`src/rtl/bfbs_pkg.sv`:
```
// shared types and constants for the block framer with byte sum
package bfbs_pkg;

  localparam int unsigned BlockBytes = 512;
  localparam int unsigned PosW       = (BlockBytes > 2) ? $clog2(BlockBytes) : 1;
  localparam int unsigned MaxBytes   = 6;
  localparam int unsigned CntW       = $clog2(MaxBytes + 1);

  localparam logic [7:0] SohByte = 8'h01;
  localparam logic [7:0] StxByte = 8'h02;

  typedef enum logic [1:0] {
    KindData   = 2'd0,
    KindPad    = 2'd1,
    KindHeader = 2'd2,
    KindRaw    = 2'd3
  } kind_e;

  typedef struct packed {
    kind_e       kind;
    logic [7:0]  data_byte;
    logic [31:0] file_size;
  } in_t;

  typedef struct packed {
    logic [7:0] out_byte;
    logic       run_last;
    logic       block_done;
  } out_t;

  typedef struct packed {
    logic                     valid;
    logic [CntW-1:0]          count;
    logic                     done;
    logic [MaxBytes-1:0][7:0] bytes;
  } frame_t;

endpackage

```
`src/rtl/bfbs_framer.sv`:
```
// block state and frame builder: turns one request into a registered byte group
module bfbs_framer (
  input  logic              clk_i,
  input  logic              rst_ni,
  input  logic              in_valid_i,
  output logic              in_ready_o,
  input  bfbs_pkg::in_t     in_i,
  input  logic              take_i,
  output bfbs_pkg::frame_t  frame_o
);

  logic [15:0]               blk_q, blk_d;
  logic [bfbs_pkg::PosW-1:0] pos_q, pos_d;
  logic [31:0]               sum_q, sum_d, sum_new;
  logic [7:0]                byte_val;
  logic                      pos_last;
  logic                      accept;
  bfbs_pkg::frame_t          frame_q, frame_d;

  assign in_ready_o = !frame_q.valid || take_i;
  assign accept     = in_valid_i && in_ready_o;
  assign frame_o    = frame_q;

  always_comb begin
    frame_d       = '0;
    frame_d.valid = 1'b1;
    blk_d         = blk_q;
    pos_d         = pos_q;
    sum_d         = sum_q;
    byte_val      = (in_i.kind == bfbs_pkg::KindData) ? in_i.data_byte : 8'h00;
    sum_new       = ((pos_q == '0) ? 32'h0 : sum_q) + {24'h0, byte_val};
    pos_last      = (pos_q == bfbs_pkg::PosW'(bfbs_pkg::BlockBytes - 1));
    case (in_i.kind)
      bfbs_pkg::KindHeader: begin
        frame_d.bytes[0] = bfbs_pkg::SohByte;
        frame_d.bytes[1] = bfbs_pkg::SohByte;
        frame_d.bytes[2] = in_i.file_size[31:24];
        frame_d.bytes[3] = in_i.file_size[23:16];
        frame_d.bytes[4] = in_i.file_size[15:8];
        frame_d.bytes[5] = in_i.file_size[7:0];
        frame_d.count    = bfbs_pkg::CntW'(6);
        blk_d            = '0;
        pos_d            = '0;
        sum_d            = '0;
      end
      bfbs_pkg::KindRaw: begin
        frame_d.bytes[0] = in_i.data_byte;
        frame_d.count    = bfbs_pkg::CntW'(1);
      end
      default: begin
        if (pos_last) begin
          frame_d.bytes[0] = byte_val;
          frame_d.bytes[1] = sum_new[31:24];
          frame_d.bytes[2] = sum_new[23:16];
          frame_d.bytes[3] = sum_new[15:8];
          frame_d.bytes[4] = sum_new[7:0];
          frame_d.count    = bfbs_pkg::CntW'(5);
          frame_d.done     = 1'b1;
          blk_d            = blk_q + 16'd1;
          pos_d            = '0;
          sum_d            = '0;
        end else begin
          if (pos_q == '0) begin
            frame_d.bytes[0] = bfbs_pkg::StxByte;
            frame_d.bytes[1] = blk_q[15:8];
            frame_d.bytes[2] = blk_q[7:0];
            frame_d.bytes[3] = byte_val;
            frame_d.count    = bfbs_pkg::CntW'(4);
          end else begin
            frame_d.bytes[0] = byte_val;
            frame_d.count    = bfbs_pkg::CntW'(1);
          end
          pos_d = pos_q + bfbs_pkg::PosW'(1);
          sum_d = sum_new;
        end
      end
    endcase
  end

  always_ff @(posedge clk_i or negedge rst_ni) begin
    if (!rst_ni) begin
      blk_q         <= '0;
      pos_q         <= '0;
      sum_q         <= '0;
      frame_q.valid <= 1'b0;
    end else begin
      if (accept) begin
        blk_q   <= blk_d;
        pos_q   <= pos_d;
        sum_q   <= sum_d;
        frame_q <= frame_d;
      end else if (take_i) begin
        frame_q.valid <= 1'b0;
      end
    end
  end

endmodule

```
`src/rtl/bfbs_serializer.sv`:
```
// output stage: holds one byte group and hands it out one byte per cycle while out_ready_i is high
module bfbs_serializer (
  input  logic              clk_i,
  input  logic              rst_ni,
  input  bfbs_pkg::frame_t  frame_i,
  output logic              take_o,
  output logic              out_valid_o,
  input  logic              out_ready_i,
  output bfbs_pkg::out_t    out_o
);

  localparam int unsigned CntIdxW = bfbs_pkg::CntW;

  bfbs_pkg::frame_t      act_q;
  logic [CntIdxW-1:0]    idx_q;
  logic                  last;
  logic                  out_fire;

  assign last        = (idx_q == (act_q.count - bfbs_pkg::CntW'(1)));
  assign out_valid_o = act_q.valid;
  assign out_fire    = act_q.valid && out_ready_i;
  assign take_o      = frame_i.valid && (!act_q.valid || (out_ready_i && last));

  assign out_o.out_byte   = act_q.bytes[idx_q];
  assign out_o.run_last   = last;
  assign out_o.block_done = act_q.done && last;

  always_ff @(posedge clk_i or negedge rst_ni) begin
    if (!rst_ni) begin
      act_q.valid <= 1'b0;
      idx_q       <= '0;
    end else begin
      if (take_o) begin
        act_q <= frame_i;
        idx_q <= '0;
      end else if (out_fire) begin
        if (last) begin
          act_q.valid <= 1'b0;
          idx_q       <= '0;
        end else begin
          idx_q <= idx_q + CntIdxW'(1);
        end
      end
    end
  end

endmodule

```
`src/rtl/block_framer_with_byte_sum.sv`:
```
// top level of the block framer with byte sum
//
//   channel | direction | handshake              | payload
//   in      | input     | in_valid_i / in_ready_o | bfbs_pkg::in_t  in_i
//   out     | output    | out_valid_o / out_ready_i | bfbs_pkg::out_t out_o
//
// each request becomes 1 to 6 output bytes, one per cycle while out_ready_i is high: 6 for a header,
// 1 for a raw byte, 1, 4 or 5 for data and pad bytes; the serializer sets the rate
// a request is framed in the cycle it is accepted and waits in a one-deep frame
// register while the previous group drains, so the next one follows without a gap
// reset clears the block number, position, running sum and both valid flags
// a stalled output holds its byte; the input stalls only while a frame waits
module block_framer_with_byte_sum (
  input  logic            clk_i,
  input  logic            rst_ni,
  input  logic            in_valid_i,
  output logic            in_ready_o,
  input  bfbs_pkg::in_t   in_i,
  output logic            out_valid_o,
  input  logic            out_ready_i,
  output bfbs_pkg::out_t  out_o
);

  bfbs_pkg::frame_t frame;
  logic             take;

  bfbs_framer u_framer (
    .clk_i      (clk_i),
    .rst_ni     (rst_ni),
    .in_valid_i (in_valid_i),
    .in_ready_o (in_ready_o),
    .in_i       (in_i),
    .take_i     (take),
    .frame_o    (frame)
  );

  bfbs_serializer u_serializer (
    .clk_i       (clk_i),
    .rst_ni      (rst_ni),
    .frame_i     (frame),
    .take_o      (take),
    .out_valid_o (out_valid_o),
    .out_ready_i (out_ready_i),
    .out_o       (out_o)
  );

  a_done_is_last: assert property (@(posedge clk_i) disable iff (!rst_ni)
    out_valid_o && out_o.block_done |-> out_o.run_last)
    else $error("block_done without run_last");

  a_waiting_frame_stalls: assert property (@(posedge clk_i) disable iff (!rst_ni)
    frame.valid && !take |-> !in_ready_o)
    else $error("request accepted over a waiting frame");

  a_header_frame: assert property (@(posedge clk_i) disable iff (!rst_ni)
    in_valid_i && in_ready_o && (in_i.kind == bfbs_pkg::KindHeader)
    |=> frame.valid && (frame.count == bfbs_pkg::CntW'(6)) && !frame.done)
    else $error("header request did not frame six bytes");

  a_frame_nonempty: assert property (@(posedge clk_i) disable iff (!rst_ni)
    frame.valid |-> (frame.count != '0))
    else $error("empty frame");

endmodule
```
`config.mk`:
```
export PLATFORM = sky130hd
export DESIGN_NAME = block_framer_with_byte_sum
export DESIGN_NICKNAME = d
export VERILOG_FILES = /design/src/rtl/bfbs_pkg.sv /design/src/rtl/bfbs_framer.sv /design/src/rtl/bfbs_serializer.sv /design/src/rtl/block_framer_with_byte_sum.sv
export SDC_FILE = /design/constraint.sdc
export NUM_CORES = 1
export LEC_CHECK = 0
export ABC_AREA = 1
export BUFFER_PORTS_ARGS = -buffer_cell sky130_fd_sc_hd__buf_2
export CAP_MARGIN = 20
export CORE_MARGIN = 2
export CORE_UTILIZATION = 55
export CTS_BUF_LIST = sky130_fd_sc_hd__clkbuf_8
export DETAILED_ROUTE_END_ITERATION = 8
export PLACE_DENSITY = 0.82
export SETUP_SLACK_MARGIN = 0.2
export SYNTH_ARGS = -nofsm -noshare
export SYNTH_HDL_FRONTEND = slang
export SYNTH_HIERARCHICAL = 1
export SYNTH_SLANG_ARGS = --single-unit
```
`constraint.sdc`:
```
create_clock -name clk_i -period 5.6 [get_ports clk_i]
set_input_delay 0.56 -clock clk_i [delete_from_list [all_inputs] [get_ports clk_i]]
set_output_delay 0.56 -clock clk_i [all_outputs]
set_load 0.05 [all_outputs]
```
* Word level (Yosys, flattened, before mapping)
Index checks and enable logic that the tools add are counted.
** Cells by class
- Order comparisons :: 1
- Add/sub/neg operators :: 5
- Bitwise logic cells :: 1
- Equal/unequal tests :: 4
- Reductions and logical operators :: 21
- Muxes and demuxes :: 28
** Operator list (number)
- 32-bit case mux with 2 select lines :: 2
- 32-bit two-way mux :: 3
- 32-bit by 8-bit adder with 32-bit output :: 1
- 8-bit two-way mux :: 4
- 16-bit case mux with 2 select lines :: 1
- 8-bit binary-select mux with 3-bit select :: 1
- 24-bit two-way mux :: 1
- 9-bit case mux with 2 select lines :: 1
- 16-bit by 1-bit adder with 16-bit output, second input constant :: 1
- 16-bit two-way mux :: 1
- 8-bit case mux with 2 select lines :: 1
- 3-bit two-way mux :: 5
- 9-bit by 1-bit adder with 9-bit output, second input constant :: 1
- 9-bit equality test, second input constant :: 1
- 9-bit zero test :: 1
- 9-bit two-way mux :: 1
- 2-bit AND reduction :: 4
- 2-bit nonzero test :: 4
- 1-bit two-way mux :: 6
- 3-bit case mux with 2 select lines :: 1
- 1-bit logical AND :: 5
- 2-bit equality test, second input constant :: 2
- 3-bit by 4-bit less-than comparator with 1-bit output, second input constant :: 1
- 3-bit by 1-bit adder with 3-bit output, second input constant :: 1
- 8 further kinds :: 10
** Storage, ports and cells
- Bits of input ports :: 46
- Register bits :: 166
- Word-level logic and storage cells :: 82

* Logic depth before layout (Yosys ltp)
- Word-level depth :: 8
- Gate-level depth with buffers :: 23
- Gate-level depth less buffers :: 23

* Hierarchy
The synthesis kept the hierarchy.
** Modules (own cells, without submodules)
- bfbs_framer :: cells an instance 789, instances 1, area an instance 6199.7 µm², sequential area each 3012.9 µm²
- bfbs_serializer :: cells an instance 176, instances 1, area an instance 2337.2 µm², sequential area each 1661.6 µm²

* Worst setup path after synthesis
OpenSTA, ideal clock, no wires.
- Path type :: flip-flop to flip-flop
- Start point :: register u_serializer/act_q[49] (netlist name)
- End point :: register u_framer.frame_q (netlist bit u_framer/frame_o[0]) (enable)
- Buffers on the path :: 0
- Path slack :: 0.952 ns
- Setup time :: 0.462 ns
- Data required time :: 5.138 ns
- Cell stages (with the launch flop) :: 13
- Data arrival time :: 4.185 ns
- Path through :: edfxtp_1 > inv_1 > ha_1 > xnor2_1 > nor2_2 > nand2_2 > nand2_2 > nand3_2 > inv_1 > inv_1 > nand2_1 > nand2_1 > nor2_1
** Between the ends
- Cells in the longest elaborated chain, start to end :: 8
** RTL lines
- from (decl) :: RTL line bfbs_serializer.sv:14 : bfbs_pkg::frame_t act_q;
- from (signal assigned) :: RTL line bfbs_serializer.sv:34 : act_q <= frame_i;
- 3-bit by 1-bit subtractor with 3-bit output :: RTL line bfbs_serializer.sv:19 : assign last = (idx_q == (act_q.count - bfbs_pkg::CntW'(1)));
- 3-bit equality test :: RTL line bfbs_serializer.sv:19
- 1-bit logical AND :: RTL line bfbs_serializer.sv:22 : assign take_o = frame_i.valid && (!act_q.valid || (out_ready_i && last));
- 1-bit logical OR :: RTL line bfbs_serializer.sv:22
- 1-bit logical AND :: RTL line bfbs_serializer.sv:22
- net take :: RTL line block_framer_with_byte_sum.sv:25 : logic take;
- 1-bit logical OR :: RTL line bfbs_framer.sv:20 : assign in_ready_o = !frame_q.valid || take_i;
- net in_ready_o :: RTL line block_framer_with_byte_sum.sv:17 : output logic in_ready_o,
- 1-bit logical AND :: RTL line bfbs_framer.sv:21 : assign accept = in_valid_i && in_ready_o;
- 2-bit AND reduction (no line)
- to (signal assigned) :: RTL line bfbs_framer.sv:91 : frame_q <= frame_d;
- to (decl) :: RTL line bfbs_framer.sv:18 : bfbs_pkg::frame_t frame_q, frame_d;
The timed path passes the listed nets, and every way through them passes these cells.
A chain may end at the register's enable or synchronous reset.

==> metrics.md <==
| Metric | Value |
|---|---|
| Initial core utilization | 0.562 |
| Detailed-route via count | about 7000 |
| Finished Layout Cells | 1226 |
| Clock Latency Late Sink | 0.45 ns |
| Seq/Total Area, Yosys | 0.548 |
| Power Density | ~430 nW/um2 |
| Syn_area_per_cell | between 8 and 9 um2 |
| Num ports | 58 |
| First drt pass iteration count | 6 |
| Area Overhead vs Synth | 10.4% |
| Leak pwr | ~0.004 uW |
| Worst Max-Slew Pin Slew | ~0.93 ns |
| Yosys top cell area share | 0.366 |
| Synth Instances | ~970 |
| CTS clk-pin slew, worst paths | 0.09 ns |
| WL/cell | between 15 and 20 um |
| Final Hold Fails | 0 |
| WP data required | roughly 5.8 ns |
| R2R depth | 21 |
| Vert. Die Dim | 129 um |
| Synth unique cells | between 40 and 50 |
| CTS H-Tree Depth | 4 |
| Root Driver | clkbuf_8 |
| Commonest non-fill, non-tap cell in the layout | nand2_1 |
| Most frequent cells in the layout | nand2_1, nor2_1, inv_1 |
| Fin Hold WS | about 0.36 ns |
| CTS tree | done |
| Synth area leader | edfxtp_1 |
| Cell area after synthesis | about 8500 um2 |
| RSZ-0062 raised after global routing | no |
| #FFs+latches synth | 166 |
| Final ANT Viol Nets | 0 |
| Syn nets | approximately 1000 |
| Placed Cells | approximately 1200 |
| Sw Share | 0.414 |
| DIE AREA | ~17000 um2 |
| Final Slew Violations | 0 |
| Fill cell count | ~1300 |
| Total clock sinks | 166 |
| Cts bufs inserted | 17 |
| Clock share of power | 0.215 |
| Drt first-iter violations | 690 |
| Min Tclk post-route | roughly 3.8 ns |
| Internal | 2400 uW |
| Port Buffer Count | 57 |
| Reg2reg end | u_framer/frame_o[29]$_DFFE_PP_ |
| Largest net degree at the start of global routing | 63 |
| Launch point of the worst path | u_framer/pos_q[0]$_DFFE_PN0P_ |
| Postcts setup bufs | 0 |
| Hpwl dp | 15500 um |
| VDD IR max | about 310 uV |
| Net load switching power | 1690 uW |
| # hold bufs at CTS | 0 |
| CTS resizes | 0 |
| Deepest clock path buffer count | 2 |
| Die width | around 130 um |
| Total grt overflow | 0 |
| Period utilization | 0.679 |
| WS Path Type | reg -> reg |
| First-pass GRT wire length | 34300 um |
| Final Skew | approximately 0.013 ns |
| Number of global-route vias before repair | around 6700 |
| Max-slew headroom | 0.376 |
| Worst Path Max Fanout | 18 |
| Initial antenna violation count | 0 |
| # rows | 45 |
| Final setup vio count | 0 |
| Flop pwr share | 0.429 |
| Comb pwr share | 0.356 |
| Status | complete, no violations |
| Tot GR Track Use | 0.272 |
| Endpoint class of the critical path | register |
| Post-Route WL | 21600 um |
| # diodes | 0 |
| Share of layout cells above drive strength 1 | 0.135 |
| Maxcap violations | 0 |
| Via density | between 5 and 6 |
| Hold WC Path Type | in -> async |
| Setup crit end | u_framer/frame_o[29]$_DFFE_PP_ |
| Final Wtd Congestion | approximately 1.0 |
| R2r setup slk | 1.80 ns |
| Critical Path AT | 4.02 ns |
| DRC | 0 |
| Worst Setup Start Kind | register |
| Max Freq | 263 MHz |
| Setup TNS | 0 ns |
| Synth area leaders | edfxtp_1, dfrtp_1, nand2_1 |
| Synth warn | 6 |
| R2r startpoint | u_framer/pos_q[0]$_DFFE_PN0P_ |
| Final #Nets | between 1000 and 1500 |
| Placeable Area | 15200 um2 |
[cell usage after synthesis (all sizes together)]
| master | n |
|---|---|
| buf | 12 |
| nor3b | 1 |
| xnor2 | 6 |
| inv | 124 |
| a32o | 2 |
| clkbuf | 15 |
| nor3 | 10 |
| ha | 14 |
| o211ai | 2 |
| a22o | 2 |
| nor2 | 134 |
| dfrtp | 62 |
| mux2i | 8 |
| or2 | 3 |
| and3 | 1 |
| o21bai | 5 |
| xor2 | 14 |
| a21oi | 30 |
| nand3b | 3 |
| fa | 1 |
| o22ai | 21 |
| o21a | 8 |
| nand3 | 54 |
| edfxtp | 104 |
| a21o | 1 |
| o311ai | 2 |
| nand4 | 12 |
| o31ai | 4 |
| nand2 | 240 |
| o21ai | 64 |
| a22oi | 1 |
| a31oi | 1 |
| nor4 | 4 |
[stage by stage]
step / area [um2] / setup slack, ns / power (uW) / utilization
6_report: 9430 / 1.80 / 4090 / 0.620
3_3_place_gp: 9000 / 2.09 / 3140 / 0.592
2_1_floorplan: 8540 / 0.952 / 2810 / -
4_1_cts: 9410 / 1.92 / 4060 / 0.619
3_5_place_dp: 9000 / 1.94 / 3190 / 0.592
5_1_grt: 9430 / 1.44 / 4320 / 0.620
[registers in the layout (all words and copies together) (netlist names)]
register,count
u_framer/pos_q,9
u_framer/frame_o,53
u_serializer/out_valid_o,1
u_framer/blk_q,16
u_framer/sum_q,32
u_serializer/act_q,52
u_serializer/idx_q,3
[cell type report]
| type | count | area, um2 | share of cell area |
|---|---|---|---|
| multi-input combinational | 648 | 3260 | 0.346 |
| inverter | 124 | 470 | 0.0499 |
| timing repair buffer | 68 | 380 | 0.0403 |
| clock buffer | 19 | 262 | 0.0277 |
| tap | 188 | 235 | 0.0249 |
| clock inverter | 13 | 143 | 0.0151 |
| sequential | 166 | 4670 | 0.496 |
[critical path, stage by stage (launching register included)]
cell     delay (ns)
dfrtp_1        0.39
inv_1          0.11
ha_1           0.17
inv_1          0.04
nor2_1         0.08
nand2_1        0.07
nor2_2         0.71
nor2_1         0.09
ha_1           0.40
nand2_1        0.09
nor2_1         0.11
nand3_1        0.08
nand2_1        0.14
nand3_1        0.10
nand2_2        0.12
nand2_1        0.16
nor2_2         0.25
nand2_1        0.10
nand3_1        0.14
nand2_1        0.07
nand2_1        0.07
nand2_1        0.05
[cells by family (layout without fill, tap and decap cells)]
logic type                 after synthesis  in the layout  share of synthesized area
AOI/OAI and AO/OA                      143            143                     0.0979
xor gates and xnor gates                20             20                     0.0205
adders and majority gates               15             15                     0.0229
buffers and inverters                  151            224                     0.0718
DFF                                    166            166                      0.548
muxes                                    8              8                    0.00938
and+or+nand+nor                        462            462                      0.230
[worst min path at each step]
stage,startpoint,endpoint,slack [ns],cells after the start
after detailed placement,u_framer/frame_o[10]$_DFFE_PP_,u_serializer/act_q[10]$_DFFE_PP_,0.40,0
final,rst_ni,u_framer/sum_q[10]$_DFFE_PN0P_,0.36,2
after global routing,in_i[22],u_framer/frame_o[30]$_DFFE_PP_,0.39,3
after CTS,in_i[14],u_framer/frame_o[38]$_DFFE_PP_,0.37,3
after floorplan,rst_ni,u_framer/blk_q[0]$_DFFE_PN0P_,0.26,0
after global placement,u_framer/frame_o[17]$_DFFE_PP_,u_serializer/act_q[17]$_DFFE_PP_,0.40,0
[power by group through the flow]
stage	sequential, uW	clock, uW	combinational, uW
floorplan	1690	0	1120
global placement	1760	0	1380
detailed placement	1770	0	1420
CTS	1740	891	1430
global route	1780	936	1600
finish	1750	879	1460
[per-layer routing]
layer,part of all wire,GRT usage,up-vias
met5,0,0,-
met2,0.47,0.443,389
li1,-,-,3319
met1,0.41,0.356,3240
met3,0.084,0.0503,84
met4,0.044,0.132,0
Note: power is estimated with default switching activity, not from simulation.
